===== config.mk =====
export PLATFORM = sky130hd
export DESIGN_NAME = button_repeat_and_double_click
export DESIGN_NICKNAME = d
export VERILOG_FILES = /design/src/bdc_pkg.sv /design/src/bdc_lane.sv /design/src/bdc_merge.sv /design/src/button_repeat_and_double_click.sv
export SDC_FILE = /design/constraint.sdc
export NUM_CORES = 1
export LEC_CHECK = 0
export ABC_AREA = 0
export BUFFER_PORTS_ARGS = -buffer_cell sky130_fd_sc_hd__buf_2
export CORE_MARGIN = 2
export CORE_UTILIZATION = 50
export DETAILED_ROUTE_END_ITERATION = 10
export GPL_ROUTABILITY_DRIVEN = 0
export MAX_ROUTING_LAYER = met4
export PLACE_DENSITY = 0.81
export SYNTH_ARGS = -nofsm -noshare
export SYNTH_HDL_FRONTEND = slang
export SYNTH_HIERARCHICAL = 1
export SYNTH_SLANG_ARGS = --single-unit

===== constraint.sdc =====
create_clock -name clk -period 3.6 [get_ports clk]
set_input_delay 0.54 -clock clk [delete_from_list [all_inputs] [get_ports clk]]
set_output_delay 0.54 -clock clk [all_outputs]
set_load 0.03 [all_outputs]

===== src/bdc_pkg.sv =====
// ----------------------------------------------------------------------------
// bdc_pkg
// Shared types and constants for the button repeat and double-click block.
// ----------------------------------------------------------------------------
`default_nettype none

package bdc_pkg;

    localparam int NUM_BUTTONS_DEF = 3;
    localparam int MAX_BUTTONS     = 8;
    localparam int BUTTON_W        = 3;
    localparam int CFG_W           = 8;
    localparam int CFG_IDX_W       = 2;
    localparam int COUNT_W         = 10;
    localparam int IN_TDATA_W      = 8;
    localparam int OUT_TDATA_W     = 16;

    localparam logic [CFG_IDX_W-1:0] REG_HELD_DELAY    = 2'd0;
    localparam logic [CFG_IDX_W-1:0] REG_HELD_INTERVAL = 2'd1;
    localparam logic [CFG_IDX_W-1:0] REG_DOUBLE_WINDOW = 2'd2;

    localparam logic [CFG_W-1:0] HELD_DELAY_RST    = 8'd40;
    localparam logic [CFG_W-1:0] HELD_INTERVAL_RST = 8'd5;
    localparam logic [CFG_W-1:0] DOUBLE_WINDOW_RST = 8'd15;

    localparam logic signed [COUNT_W-1:0] COUNT_FLOOR = -10'sd256;
    localparam logic signed [COUNT_W-1:0] COUNT_CEIL  = 10'sd511;

    typedef struct packed {
        logic [CFG_W-1:0] delay;
        logic [CFG_W-1:0] interval;
        logic [CFG_W-1:0] window;
    } bdc_cfg_t;

    typedef struct packed {
        logic dbl;
        logic held;
        logic released;
        logic pressed;
        logic down;
    } bdc_flags_t;

    typedef struct packed {
        logic [BUTTON_W-1:0] double_buttons;
        logic [BUTTON_W-1:0] held_buttons;
        logic [BUTTON_W-1:0] released_buttons;
        logic [BUTTON_W-1:0] pressed_buttons;
        logic [BUTTON_W-1:0] down_buttons;
    } bdc_result_t;

endpackage

`default_nettype wire


===== src/bdc_lane.sv =====
// ----------------------------------------------------------------------------
// bdc_lane
// Per-button core: edge detect, frame counter, repeat phase and flags.
// ----------------------------------------------------------------------------
`default_nettype none

module bdc_lane
    import bdc_pkg::*;
(
    input  wire         clk,
    input  wire         rst_n,
    input  wire         en,
    input  wire         level,
    input  bdc_cfg_t    cfg,
    output bdc_flags_t  flags
);

    logic                       level_reg;
    logic signed [COUNT_W-1:0]  count_reg;
    logic signed [COUNT_W-1:0]  count_next;
    logic [CFG_W-1:0]           phase_reg;
    logic [CFG_W-1:0]           phase_next;
    logic [CFG_W-1:0]           phase_inc;
    logic [CFG_W-1:0]           interval_eff;
    logic signed [COUNT_W-1:0]  delay_s;
    logic signed [COUNT_W-1:0]  window_neg;
    logic                       pressed;
    logic                       released;
    logic                       held;
    logic                       dbl;

    assign pressed      = level & ~level_reg;
    assign released     = ~level & level_reg;
    assign interval_eff = (cfg.interval == '0) ? CFG_W'(1) : cfg.interval;
    assign delay_s      = $signed({{(COUNT_W-CFG_W){1'b0}}, cfg.delay});
    assign window_neg   = -$signed({{(COUNT_W-CFG_W){1'b0}}, cfg.window});
    assign dbl          = pressed && (count_reg >= window_neg);

    always_comb
    begin
        count_next = count_reg;
        phase_next = phase_reg;
        held       = 1'b0;
        phase_inc  = '0;
        if (pressed)
        begin
            count_next = '0;
            phase_next = '0;
        end
        else if (level)
        begin
            if (count_reg < COUNT_CEIL)
            begin
                count_next = count_reg + 10'sd1;
            end
        end
        else if (released)
        begin
            count_next = '0;
        end
        else if (count_reg > COUNT_FLOOR)
        begin
            count_next = count_reg - 10'sd1;
        end

        if (level)
        begin
            if (count_next == delay_s)
            begin
                held       = 1'b1;
                phase_next = '0;
            end
            else if (count_next > delay_s)
            begin
                phase_inc = phase_next + CFG_W'(1);
                if (phase_inc >= interval_eff)
                begin
                    held       = 1'b1;
                    phase_next = '0;
                end
                else
                begin
                    phase_next = phase_inc;
                end
            end
        end
    end

    always_ff @(posedge clk or negedge rst_n)
    begin
        if (!rst_n)
        begin
            level_reg <= 1'b0;
            count_reg <= COUNT_FLOOR;
            phase_reg <= '0;
        end
        else if (en)
        begin
            level_reg <= level;
            count_reg <= count_next;
            phase_reg <= phase_next;
        end
    end

    assign flags.down     = level;
    assign flags.pressed  = pressed;
    assign flags.released = released;
    assign flags.held     = held;
    assign flags.dbl      = dbl;

endmodule

`default_nettype wire


===== src/bdc_merge.sv =====
// ----------------------------------------------------------------------------
// bdc_merge
// Gathers lane flags into one result beat and buffers it in a two-entry
// output stage.
// ----------------------------------------------------------------------------
`default_nettype none

module bdc_merge
    import bdc_pkg::*;
#(
    parameter int NUM_BUTTONS = NUM_BUTTONS_DEF
)
(
    input  wire                     clk,
    input  wire                     rst_n,
    input  wire                     push,
    input  bdc_flags_t              lane_flags [NUM_BUTTONS],
    output logic                    ready,
    output logic                    m_tvalid,
    input  wire                     m_tready,
    // down[2:0], pressed[5:3], released[8:6], held[11:9], double[14:12], zero
    output logic [OUT_TDATA_W-1:0]  m_tdata
);

    bdc_result_t  result;
    bdc_result_t  main_reg;
    bdc_result_t  skid_reg;
    logic         main_valid_reg;
    logic         skid_valid_reg;
    logic         pop;

    always_comb
    begin
        result = '0;
        for (int i = 0; i < BUTTON_W; i++)
        begin
            if (i < NUM_BUTTONS)
            begin
                result.down_buttons[i]     = lane_flags[i].down;
                result.pressed_buttons[i]  = lane_flags[i].pressed;
                result.released_buttons[i] = lane_flags[i].released;
                result.held_buttons[i]     = lane_flags[i].held;
                result.double_buttons[i]   = lane_flags[i].dbl;
            end
        end
    end

    assign pop   = main_valid_reg && m_tready;
    assign ready = !skid_valid_reg;

    always_ff @(posedge clk or negedge rst_n)
    begin
        if (!rst_n)
        begin
            main_valid_reg <= 1'b0;
            skid_valid_reg <= 1'b0;
        end
        else if (pop)
        begin
            if (skid_valid_reg)
            begin
                main_valid_reg <= 1'b1;
                skid_valid_reg <= 1'b0;
            end
            else
            begin
                main_valid_reg <= push;
            end
        end
        else if (!main_valid_reg)
        begin
            main_valid_reg <= push;
        end
        else if (push)
        begin
            skid_valid_reg <= 1'b1;
        end
    end

    always_ff @(posedge clk)
    begin
        if (pop)
        begin
            main_reg <= skid_valid_reg ? skid_reg : result;
        end
        else if (!main_valid_reg)
        begin
            main_reg <= result;
        end
        else if (push)
        begin
            skid_reg <= result;
        end
    end

    assign m_tvalid = main_valid_reg;
    assign m_tdata  = {{(OUT_TDATA_W - $bits(bdc_result_t)){1'b0}}, main_reg};

    a_skid_needs_main: assert property (@(posedge clk) disable iff (!rst_n)
        skid_valid_reg |-> main_valid_reg)
        else $error("skid entry held without main entry");

    a_held_only_down: assert property (@(posedge clk) disable iff (!rst_n)
        main_valid_reg |-> ((main_reg.held_buttons & ~main_reg.down_buttons) == '0))
        else $error("held reported for a button that is up");

    a_double_on_press: assert property (@(posedge clk) disable iff (!rst_n)
        main_valid_reg |-> ((main_reg.double_buttons & ~main_reg.pressed_buttons) == '0))
        else $error("double click reported without a press");

    a_edges_disjoint: assert property (@(posedge clk) disable iff (!rst_n)
        main_valid_reg |-> ((main_reg.pressed_buttons & main_reg.released_buttons) == '0))
        else $error("press and release on the same button in one beat");

endmodule

`default_nettype wire


===== src/button_repeat_and_double_click.sv =====
// ----------------------------------------------------------------------------
// button_repeat_and_double_click
// Per-button down, edge, typematic held and double-click reporting.
// ----------------------------------------------------------------------------
// Each input beat is one frame of sampled button levels and yields exactly one
// result beat. One lane per button updates its frame counter and repeat phase
// in the accept cycle, so a new frame is taken every clock while s_tready is
// high; each result is registered in the output buffer. A two-entry output
// buffer keeps s_tready high while one result waits, dropping it only when
// both entries are full. Write the configuration registers only while no
// frame is in flight; counters start at the idle floor after reset.
// ----------------------------------------------------------------------------
`default_nettype none

module button_repeat_and_double_click
    import bdc_pkg::*;
#(
    parameter int NUM_BUTTONS = NUM_BUTTONS_DEF
)
(
    input  wire                     clk,
    input  wire                     rst_n,
    input  wire                     cfg_wr_en,
    input  wire [CFG_IDX_W-1:0]     cfg_index,
    input  wire [CFG_W-1:0]         cfg_data,
    input  wire                     s_tvalid,
    output logic                    s_tready,
    // button_levels[2:0], zero
    input  wire [IN_TDATA_W-1:0]    s_tdata,
    output logic                    m_tvalid,
    input  wire                     m_tready,
    // down[2:0], pressed[5:3], released[8:6], held[11:9], double[14:12], zero
    output logic [OUT_TDATA_W-1:0]  m_tdata
);

    bdc_cfg_t    cfg_reg;
    bdc_flags_t  lane_flags [NUM_BUTTONS];
    logic        accept;

    assign accept = s_tvalid && s_tready;

    always_ff @(posedge clk or negedge rst_n)
    begin
        if (!rst_n)
        begin
            cfg_reg.delay    <= HELD_DELAY_RST;
            cfg_reg.interval <= HELD_INTERVAL_RST;
            cfg_reg.window   <= DOUBLE_WINDOW_RST;
        end
        else if (cfg_wr_en)
        begin
            case (cfg_index)
                REG_HELD_DELAY:    cfg_reg.delay    <= cfg_data;
                REG_HELD_INTERVAL: cfg_reg.interval <= cfg_data;
                REG_DOUBLE_WINDOW: cfg_reg.window   <= cfg_data;
                default:           ;
            endcase
        end
    end

    for (genvar i = 0; i < NUM_BUTTONS; i++)
    begin : g_lane
        logic level;
        if (i < BUTTON_W)
        begin : g_used
            assign level = s_tdata[i];
        end
        else
        begin : g_unused
            assign level = 1'b0;
        end

        bdc_lane u_lane (
            .clk   (clk),
            .rst_n (rst_n),
            .en    (accept),
            .level (level),
            .cfg   (cfg_reg),
            .flags (lane_flags[i])
        );
    end

    bdc_merge #(
        .NUM_BUTTONS (NUM_BUTTONS)
    ) u_merge (
        .clk        (clk),
        .rst_n      (rst_n),
        .push       (accept),
        .lane_flags (lane_flags),
        .ready      (s_tready),
        .m_tvalid   (m_tvalid),
        .m_tready   (m_tready),
        .m_tdata    (m_tdata)
    );

endmodule

`default_nettype wire

Word-level counts from Yosys, hierarchy flattened:

Cells that the tools add are included.

* $add $sub $neg: 10
* order comparisons: 15
* equal/unequal tests: 6
* muxes and demuxes: 52
* bitwise logic cells: 13
* reduce and logical (&&, ||, !) cells: 15

Operator list (count)
* $mux 10: 15
* $mux 8: 16
* $mux 15: 3
* $add 10x2->10 const B: 3
* $eq 10x9->1: 3
* $ge 10x10->1: 3
* $gt 10x9->1: 3
* $gt 10x9->1 const B: 3
* $lt 10x10->1 const B: 3
* $sub 10x2->10 const B: 3
* $add 8x1->8 const B: 3
* $ge 8x8->1: 3
* $mux 1: 18
* $neg 8->10: 1
* $logic_not 8->1: 1
* $reduce_and 2->1: 4
* $not 1->1: 7
* $and 1x1->1: 6
* $logic_and 1x1->1: 5
* $reduce_bool 2->1: 2
* $reduce_and 3->1: 1
* $eq 2x1->1 const B: 1
* $eq 2x2->1 const B: 1
* $logic_not 2->1: 1
* other kinds (2): 2

* flip-flop bits (word level): 113
* bits of input ports: 23
* output and inout port bits: 18
* logic and storage cells: 135

Logic depth before layout (Yosys ltp):

* word-level depth: 11
* depth in mapped cells: 18
* gate-level depth less buffers: 17

Modules after synthesis:

The synthesis kept the hierarchy.

Modules (own cells, without submodules)
* bdc_lane at g_lane[0].u_lane ...: times used 2, cells an instance 292, area each 2292.2 µm², seq. area each 478.0 µm²
* bdc_lane at g_lane[1].u_lane: times used 1, cells an instance 299, area each 2401.1 µm², seq. area each 478.0 µm²
* bdc_merge: times used 1, cells an instance 59, area each 1241.2 µm², seq. area each 950.9 µm²
* button_repeat_and_double_click: times used 1, cells an instance 52, area each 928.4 µm², seq. area each 610.6 µm²

Worst setup path after synthesis:

No wires, ideal clock.

* path kind: reg-to-reg
* start: register g_lane[1].u_lane.count_reg[0]
* end: register u_merge.main_reg, in the netlist u_merge/m_tdata[10], data pin
* library setup time: 0.260 ns
* arrival: 3.591 ns
* data required time: 3.340 ns
* slack: -0.251 ns
* stages on the path, launching flop included: 18
* path buffers: 2
* clock period less this slack: 3.851 ns
* cell sequence: dfrtp_1 buf_2 inv_1 ha_1 a31oi_1 o21ai_0 or4b_2 xnor2_1 a21o_1 ha_1 nand4_1 nor2_1 a221oi_1 nand3_2 a31oi_4 nor2b_1 buf_4 mux2_4

* cells in the longest elaborated chain, start to end: 11
* elaborated cells on any way between the ends: 17
* those cells by class: add/sub: 2; order compare: 3; eq/ne: 1; mux: 11

Ends and longest elaborated chain
* from (decl): line bdc_lane.sv:19 `logic signed [COUNT_W-1:0] count_reg;`
* from (signal assigned): line bdc_lane.sv:100 `count_reg <= count_next;`
* $sub 10x2->10 or $gt 10x9->1 (tied branches): line bdc_lane.sv:63, bdc_lane.sv:61
* $mux 10: line bdc_lane.sv:61 `else if (count_reg > COUNT_FLOOR)`
* $mux 10: line bdc_lane.sv:57 `else if (released)`
* $mux 10 (*): line bdc_lane.sv:50 `else if (level)`
* $mux 10 (*): line bdc_lane.sv:45 `if (pressed)`
* net g_lane[1].u_lane.count_next[7]: line bdc_lane.sv:20 `logic signed [COUNT_W-1:0] count_next;`
* $gt 10x9->1: line bdc_lane.sv:73 `else if (count_next > delay_s)`
* $mux 1: line bdc_lane.sv:73
* $mux 1 (*): line bdc_lane.sv:68 `if (count_next == delay_s)`
* $mux 1 (*): line bdc_lane.sv:66 `if (level)`
* net g_lane[1].u_lane.held: line bdc_lane.sv:29 `logic held;`
* $mux 15 (on tied branches): line bdc_merge.sv:86, bdc_merge.sv:84
* $mux 15 (*): line bdc_merge.sv:82 `if (pop)`
* to (signal assigned): line bdc_merge.sv:84 `main_reg <= skid_valid_reg ? skid_reg : result;`
* to (signal assigned): line bdc_merge.sv:88 `main_reg <= result;`
* to (decl): line bdc_merge.sv:26 `bdc_result_t main_reg;`

Mark *: on every way through the listed nets, which the timed path passes. The rest lies on a longest branch. The select of a mux whose other input is x is not followed.
A chain may end at the register's enable or synchronous reset.

Worst setup path in the final report:

* start: register g_lane[2].u_lane.count_reg[0]
* end: register g_lane[2].u_lane.phase_reg[5]

* cells in the longest elaborated chain, start to end: 9
* elaborated cells on any way between the ends: 14
* those cells by class: add/sub: 2; order compare: 3; eq/ne: 1; mux: 8

Ends and longest elaborated chain
* from (decl): line bdc_lane.sv:19
* from (signal assigned): line bdc_lane.sv:100
* $sub 10x2->10 or $gt 10x9->1 (tied branches): line bdc_lane.sv:63, bdc_lane.sv:61
* $mux 10: line bdc_lane.sv:61
* $mux 10: line bdc_lane.sv:57
* $mux 10 (*): line bdc_lane.sv:50
* $mux 10 (*): line bdc_lane.sv:45
* net g_lane[2].u_lane.count_next[5]: line bdc_lane.sv:20
* $gt 10x9->1: line bdc_lane.sv:73
* $mux 8: line bdc_lane.sv:73
* $mux 8 (*): line bdc_lane.sv:68
* $mux 8 (*): line bdc_lane.sv:66
* to (signal assigned): line bdc_lane.sv:101 `phase_reg <= phase_next;`
* to (decl): line bdc_lane.sv:21 `logic [CFG_W-1:0] phase_reg;`

Mark *: on every way through the listed nets, which the timed path passes. The rest lies on a longest branch.

==> flow_results.org <==
** Power
- Switching Power :: 4.322 mW
- Max rail drop VDD :: 0.5277 mV
- Reg power frac :: 0.220
- Switching share of power :: 0.4382
- The analysis attributes to cell leakage a power of 5.174 nW.
- Dividing total power by cell area gives a power density of 849.8 nW/um^2.
- Of the total power, combinational logic draws 0.597.
- The share of total power dissipated in the clock network is 0.183.
- Int Power :: about 5.5 mW

** Flow run
- Across the run, the number of max-cap violations was 0.

** Drt
- First-pass DRT Iterations :: 6
- The detailed router placed slightly below 9k vias in this run.
- DRC violations left :: 0
- Mean number of vias per cell :: 6.442
- After detailed routing, the average wire length per cell comes to 20.39 um.
- Once detail routing completed, the nets flagged for antenna violations numbered 0.
- For this block, the routed nets add up to between 20000 and 30000 um of wire.
- The detailed router finished its first iteration with 977 violations.

** Synth
- Counting every instance in the synthesized netlist gives 994.
- The netlist uses 81 different library cells.
- Synthesis produced a netlist with a net count of 1107.
- Number of enable flip-flop cells after synthesis :: 30
- Yosys warns :: 6
- Averaged over all synthesized cells, the footprint is 9.210 sq um.
- Of the total synthesized cell area, the portion taken by AND, OR, NAND and NOR gates is 0.1894.
- Share of synthesized cell area in full adder, half adder and majority cells :: 0.1230
- The synthesized design contains 113 register bits.
- Portion of netlist area occupied by mux cells :: 0.06984
- The synthesized-area fraction occupied by ao, oa, aoi and oai cells is 0.1829.
- The share of the Yosys chip area taken by registers is 0.3272.
- Dominant combinational cell family by area after synthesis :: simple AND/OR/NAND/NOR gates
- In the synthesized netlist the dominant register cell turns out to be sky130_fd_sc_hd__dfrtp_1.
- Area of the mapped netlist :: 9155 sq um
- Area share of xor/xnor cells in the synthesized design :: 0.03444
- Synth async-reset ratio :: 0.7345

** Die
- Initial core utilization :: 0.5096
- Site Rows :: 49
- Chip height :: about 140 um
- The die is 139.3 um wide.
- The core region is 17960 sq um.
- The die covers 19410 sq um.
- 41 I/O pins were placed.

** Setup path
- Element type at the critical path end :: register
- On the worst path, the slowest cell contributes a delay of 400 ps.
- Largest fanout of any net on the critical path :: 7
- Critical Path Start Type :: register
- The critical path is of the register to register type.
- Walking the worst path, the cells encountered are inv_2, ha_4, or3b_4, o21ai_2, buf_6, a211oi_2, o22a_1, a21oi_2, ha_4, a21oi_2, o22ai_2, o21ai_1, and4bb_1, buf_6, a211oi_4, and3b_2, a22o_1.
- Data arrival time at the worst-slack endpoint :: approximately 4000 ps
- For the worst setup path, the data required time is a little under 4000 ps.
- On the critical path, the stage with the largest delay is an instance of sky130_fd_sc_hd__dfrtp_1.

** Timing
- Setup violations, final :: 9
- Hold Fails Final Rpt :: 0
- Dividing the final minimum period by the clock period gives 1.027.
- For the finished layout, the period the worst path requires is 3698 ps.
- Timing would allow up to between 200 and 300 MHz.
- Min Hold Slack :: 116.0 ps
- Headroom to the max-slew limit came out at 0.4975.
- Worst-Margin Slew :: about 750 ps
- The number of pins exceeding their max-slew limit in the final report is 0.
- Setup slack on the critical path of the routed design comes to -97.72 ps.
- Unrepaired setup endpoints after global routing :: true
- Clock skew on the completed layout was measured at 11.81 ps.

** Finish
- The area growth from synthesis to layout is 26.77%.
- In the final design database the tool counted roughly 1.2k nets.
- In the final layout, the share of cells above drive strength 1 is 0.3487.
- 0 antenna diodes ended up in the layout.
- Flip-flop count of the largest register, all copies and words added :: 30

** Run status
- Run status :: finished, violations left
- Failing checks :: setup timing

** CTS
- Maximum clock insertion buffer count :: 2
- # clock sinks :: 113
- TritonCTS built the clock tree.
- The clock tree synthesis step divided the H-tree into 4 levels.
- In this run the clock root is driven by a sky130_fd_sc_hd__clkbuf_16.
- TritonCTS created 17 clock buffers.
- Clk_lat worst skew :: ~430 ps
- Clock transition at the registers of the reported paths :: 60 ps

** GRT
- The initial antenna violation count is 0.
- Largest net degree at the start of global routing :: 46
- The via count of the first global-routing pass came to 8288.
- All-layer global routing usage :: 0.2728
- Grt total ovfl :: 0
- First-pass GRT wire length :: 41570 um

** Place
- Worst slack at placement :: -166.2 ps
- Buffers placed on the I/O ports in this run total 34.
- HPWL after detailed placement :: 18010 um

** Worst hold path
- Class of the worst hold path :: input pin to asynchronous set/reset pin
-- cell usage in the layout (no fill, tap or decap), types with 7 or more instances in the layout --
cell type                     n
sky130_fd_sc_hd__o21a_1      10
sky130_fd_sc_hd__xnor2_1     10
sky130_fd_sc_hd__mux2_4      10
sky130_fd_sc_hd__a221oi_2     8
sky130_fd_sc_hd__a21o_1      13
sky130_fd_sc_hd__buf_4      123
sky130_fd_sc_hd__nand2b_1    10
sky130_fd_sc_hd__nand4_1     23
sky130_fd_sc_hd__nor4_1       7
sky130_fd_sc_hd__inv_1       79
sky130_fd_sc_hd__dfstp_2     14
sky130_fd_sc_hd__a21oi_1     38
sky130_fd_sc_hd__o21ai_2      8
sky130_fd_sc_hd__ha_1        77
sky130_fd_sc_hd__and3_1       9
sky130_fd_sc_hd__xor2_1      25
sky130_fd_sc_hd__a21oi_2     17
sky130_fd_sc_hd__nor3_1      19
sky130_fd_sc_hd__nand2_1     53
sky130_fd_sc_hd__dfrtp_1     68
sky130_fd_sc_hd__clkbuf_16   17
sky130_fd_sc_hd__ha_4        13
sky130_fd_sc_hd__nand3_1     23
sky130_fd_sc_hd__o22a_1       9
sky130_fd_sc_hd__o21ai_0     29
sky130_fd_sc_hd__mux2_2      39
sky130_fd_sc_hd__a22o_1      21
sky130_fd_sc_hd__nor2b_1      9
sky130_fd_sc_hd__buf_2       33
sky130_fd_sc_hd__or4_1       10
sky130_fd_sc_hd__nor2_1      80
sky130_fd_sc_hd__a211oi_2     8
sky130_fd_sc_hd__edfxtp_1    30
-- power by group through the flow --
| stage | combinational (mW) | clock (mW) | sequential (mW) |
|---|---|---|---|
| 4_1_cts | 4.85 | 1.81 | 2.14 |
| 3_5_place_dp | 4.51 | 0 | 2.15 |
| 3_3_place_gp | 4.33 | 0 | 2.13 |
| 5_1_grt | 6.31 | 1.88 | 2.21 |
| 6_report | 5.89 | 1.81 | 2.17 |
| 2_1_floorplan | 3.00 | 0 | 2.18 |
-- final timing paths --
kind / from / endpoint / slack (ps) / cells after the start
min in group clk: m_tready / u_merge/skid_valid_reg / 380 / 2
hold / removal: rst_n / cfg_reg[17] / 120 / 1
hold reg to reg: g_lane[1].u_lane/count_reg[9] / g_lane[1].u_lane/count_reg[9] / 530 / 2
max in group asynchronous: rst_n / g_lane[0].u_lane/count_reg[9] / 2660 / 2
setup reg to reg: g_lane[2].u_lane/count_reg[0] / g_lane[2].u_lane/phase_reg[5] / -100 / 17
setup / recovery: g_lane[2].u_lane/count_reg[0] / g_lane[2].u_lane/phase_reg[5] / -100 / 17
-- routing by layer --
layer	track usage	wire [um]	vias to the layer above
met5	-	0	-
met4	0.1042	1241	0
met3	0.05712	2472	132
met2	0.4443	13430	535
met1	0.3342	10560	4182
li1	-	-	3905
-- critical path, delay by kind of cell (launching register included) --
kind            cells  cell delay (ps)
compound gates      9             1470
buf+inv             3              380
fa+ha+maj           2              380
simple gates        3              940
flops               1              400
-- metrics by stage --
stage	area, sq um	util	cells	TNS, ps	power [mW]
after floorplan	9168	-	994	-91.64	5.178
after CTS	10980	0.6111	1343	0	8.794
final	11610	0.6461	1359	-612.2	9.863
after detailed placement	10100	0.5622	1305	-2965	6.664
after global routing	11610	0.6461	1359	-2992	10.40
after global placement	10100	0.5622	1305	-764.8	6.457
-- cell families (layout without fill, tap and decap cells) --
kind of cell / after synthesis / after routing
AO/OA/AOI/OAI: 236 / 236
XOR/XNOR: 36 / 36
adder cells (fa/ha/maj): 90 / 90
buffers and inverters: 144 / 280
flip-flops: 113 / 113
multiplexers: 54 / 54
other: 1 / 1
AND/OR/NAND/NOR: 320 / 320
-- cells in the mapped netlist, types with 6 or more instances --
cell                       number  share of area
sky130_fd_sc_hd__mux2_2        39          0.048
sky130_fd_sc_hd__and4_1         7         0.0067
sky130_fd_sc_hd__nand4_1       23          0.016
sky130_fd_sc_hd__mux2_4        10          0.016
sky130_fd_sc_hd__buf_6          6         0.0074
sky130_fd_sc_hd__dfstp_2       14          0.040
sky130_fd_sc_hd__inv_1         85          0.035
sky130_fd_sc_hd__nor4_1         7         0.0048
sky130_fd_sc_hd__a22o_1        21          0.020
sky130_fd_sc_hd__dfrtp_1       69           0.19
sky130_fd_sc_hd__and3_1        10         0.0068
sky130_fd_sc_hd__xor2_1        25          0.024
sky130_fd_sc_hd__buf_4         19          0.016
sky130_fd_sc_hd__o21ai_0       39          0.021
sky130_fd_sc_hd__o221ai_1       6         0.0057
sky130_fd_sc_hd__ha_1          90           0.12
sky130_fd_sc_hd__or4_1         10         0.0082
sky130_fd_sc_hd__edfxtp_1      30          0.098
sky130_fd_sc_hd__a31oi_1        7         0.0048
sky130_fd_sc_hd__nand2b_1      12         0.0082
sky130_fd_sc_hd__nand3_1       27          0.015
sky130_fd_sc_hd__a221oi_1      10         0.0096
sky130_fd_sc_hd__a21o_1        13          0.011
sky130_fd_sc_hd__nor2b_1       11         0.0075
sky130_fd_sc_hd__a21oi_1       60          0.033
sky130_fd_sc_hd__o21a_1        11         0.0090
sky130_fd_sc_hd__nor3_1        21          0.011
sky130_fd_sc_hd__o22a_1         9         0.0086
sky130_fd_sc_hd__clkbuf_1      21         0.0086
sky130_fd_sc_hd__and2_1         6         0.0041
sky130_fd_sc_hd__a211oi_1      13          0.011
sky130_fd_sc_hd__xnor2_1       11          0.011
sky130_fd_sc_hd__nand2_1       59          0.024
sky130_fd_sc_hd__buf_2          7         0.0038
sky130_fd_sc_hd__nor2_1        88          0.036
-- cell type report --
type,instances,area [sq um]
repair buffers,162,1174
clock buffers,18,429.2
inverters,86,322.8
clock inverters,14,188.9
well taps,229,286.5
multi-input cells,737,6208
flip-flops and latches,113,2997
fillers,1281,6357
-- repair_timing --
item / CTS / global route
resized for setup: 51 / 99
hold buffers: 0 / 0
setup buffers: 6 / 18
endpoints found under the setup margin: 26 / 30
pin swaps: 16 / 63
(Power assumes the default switching activity.)
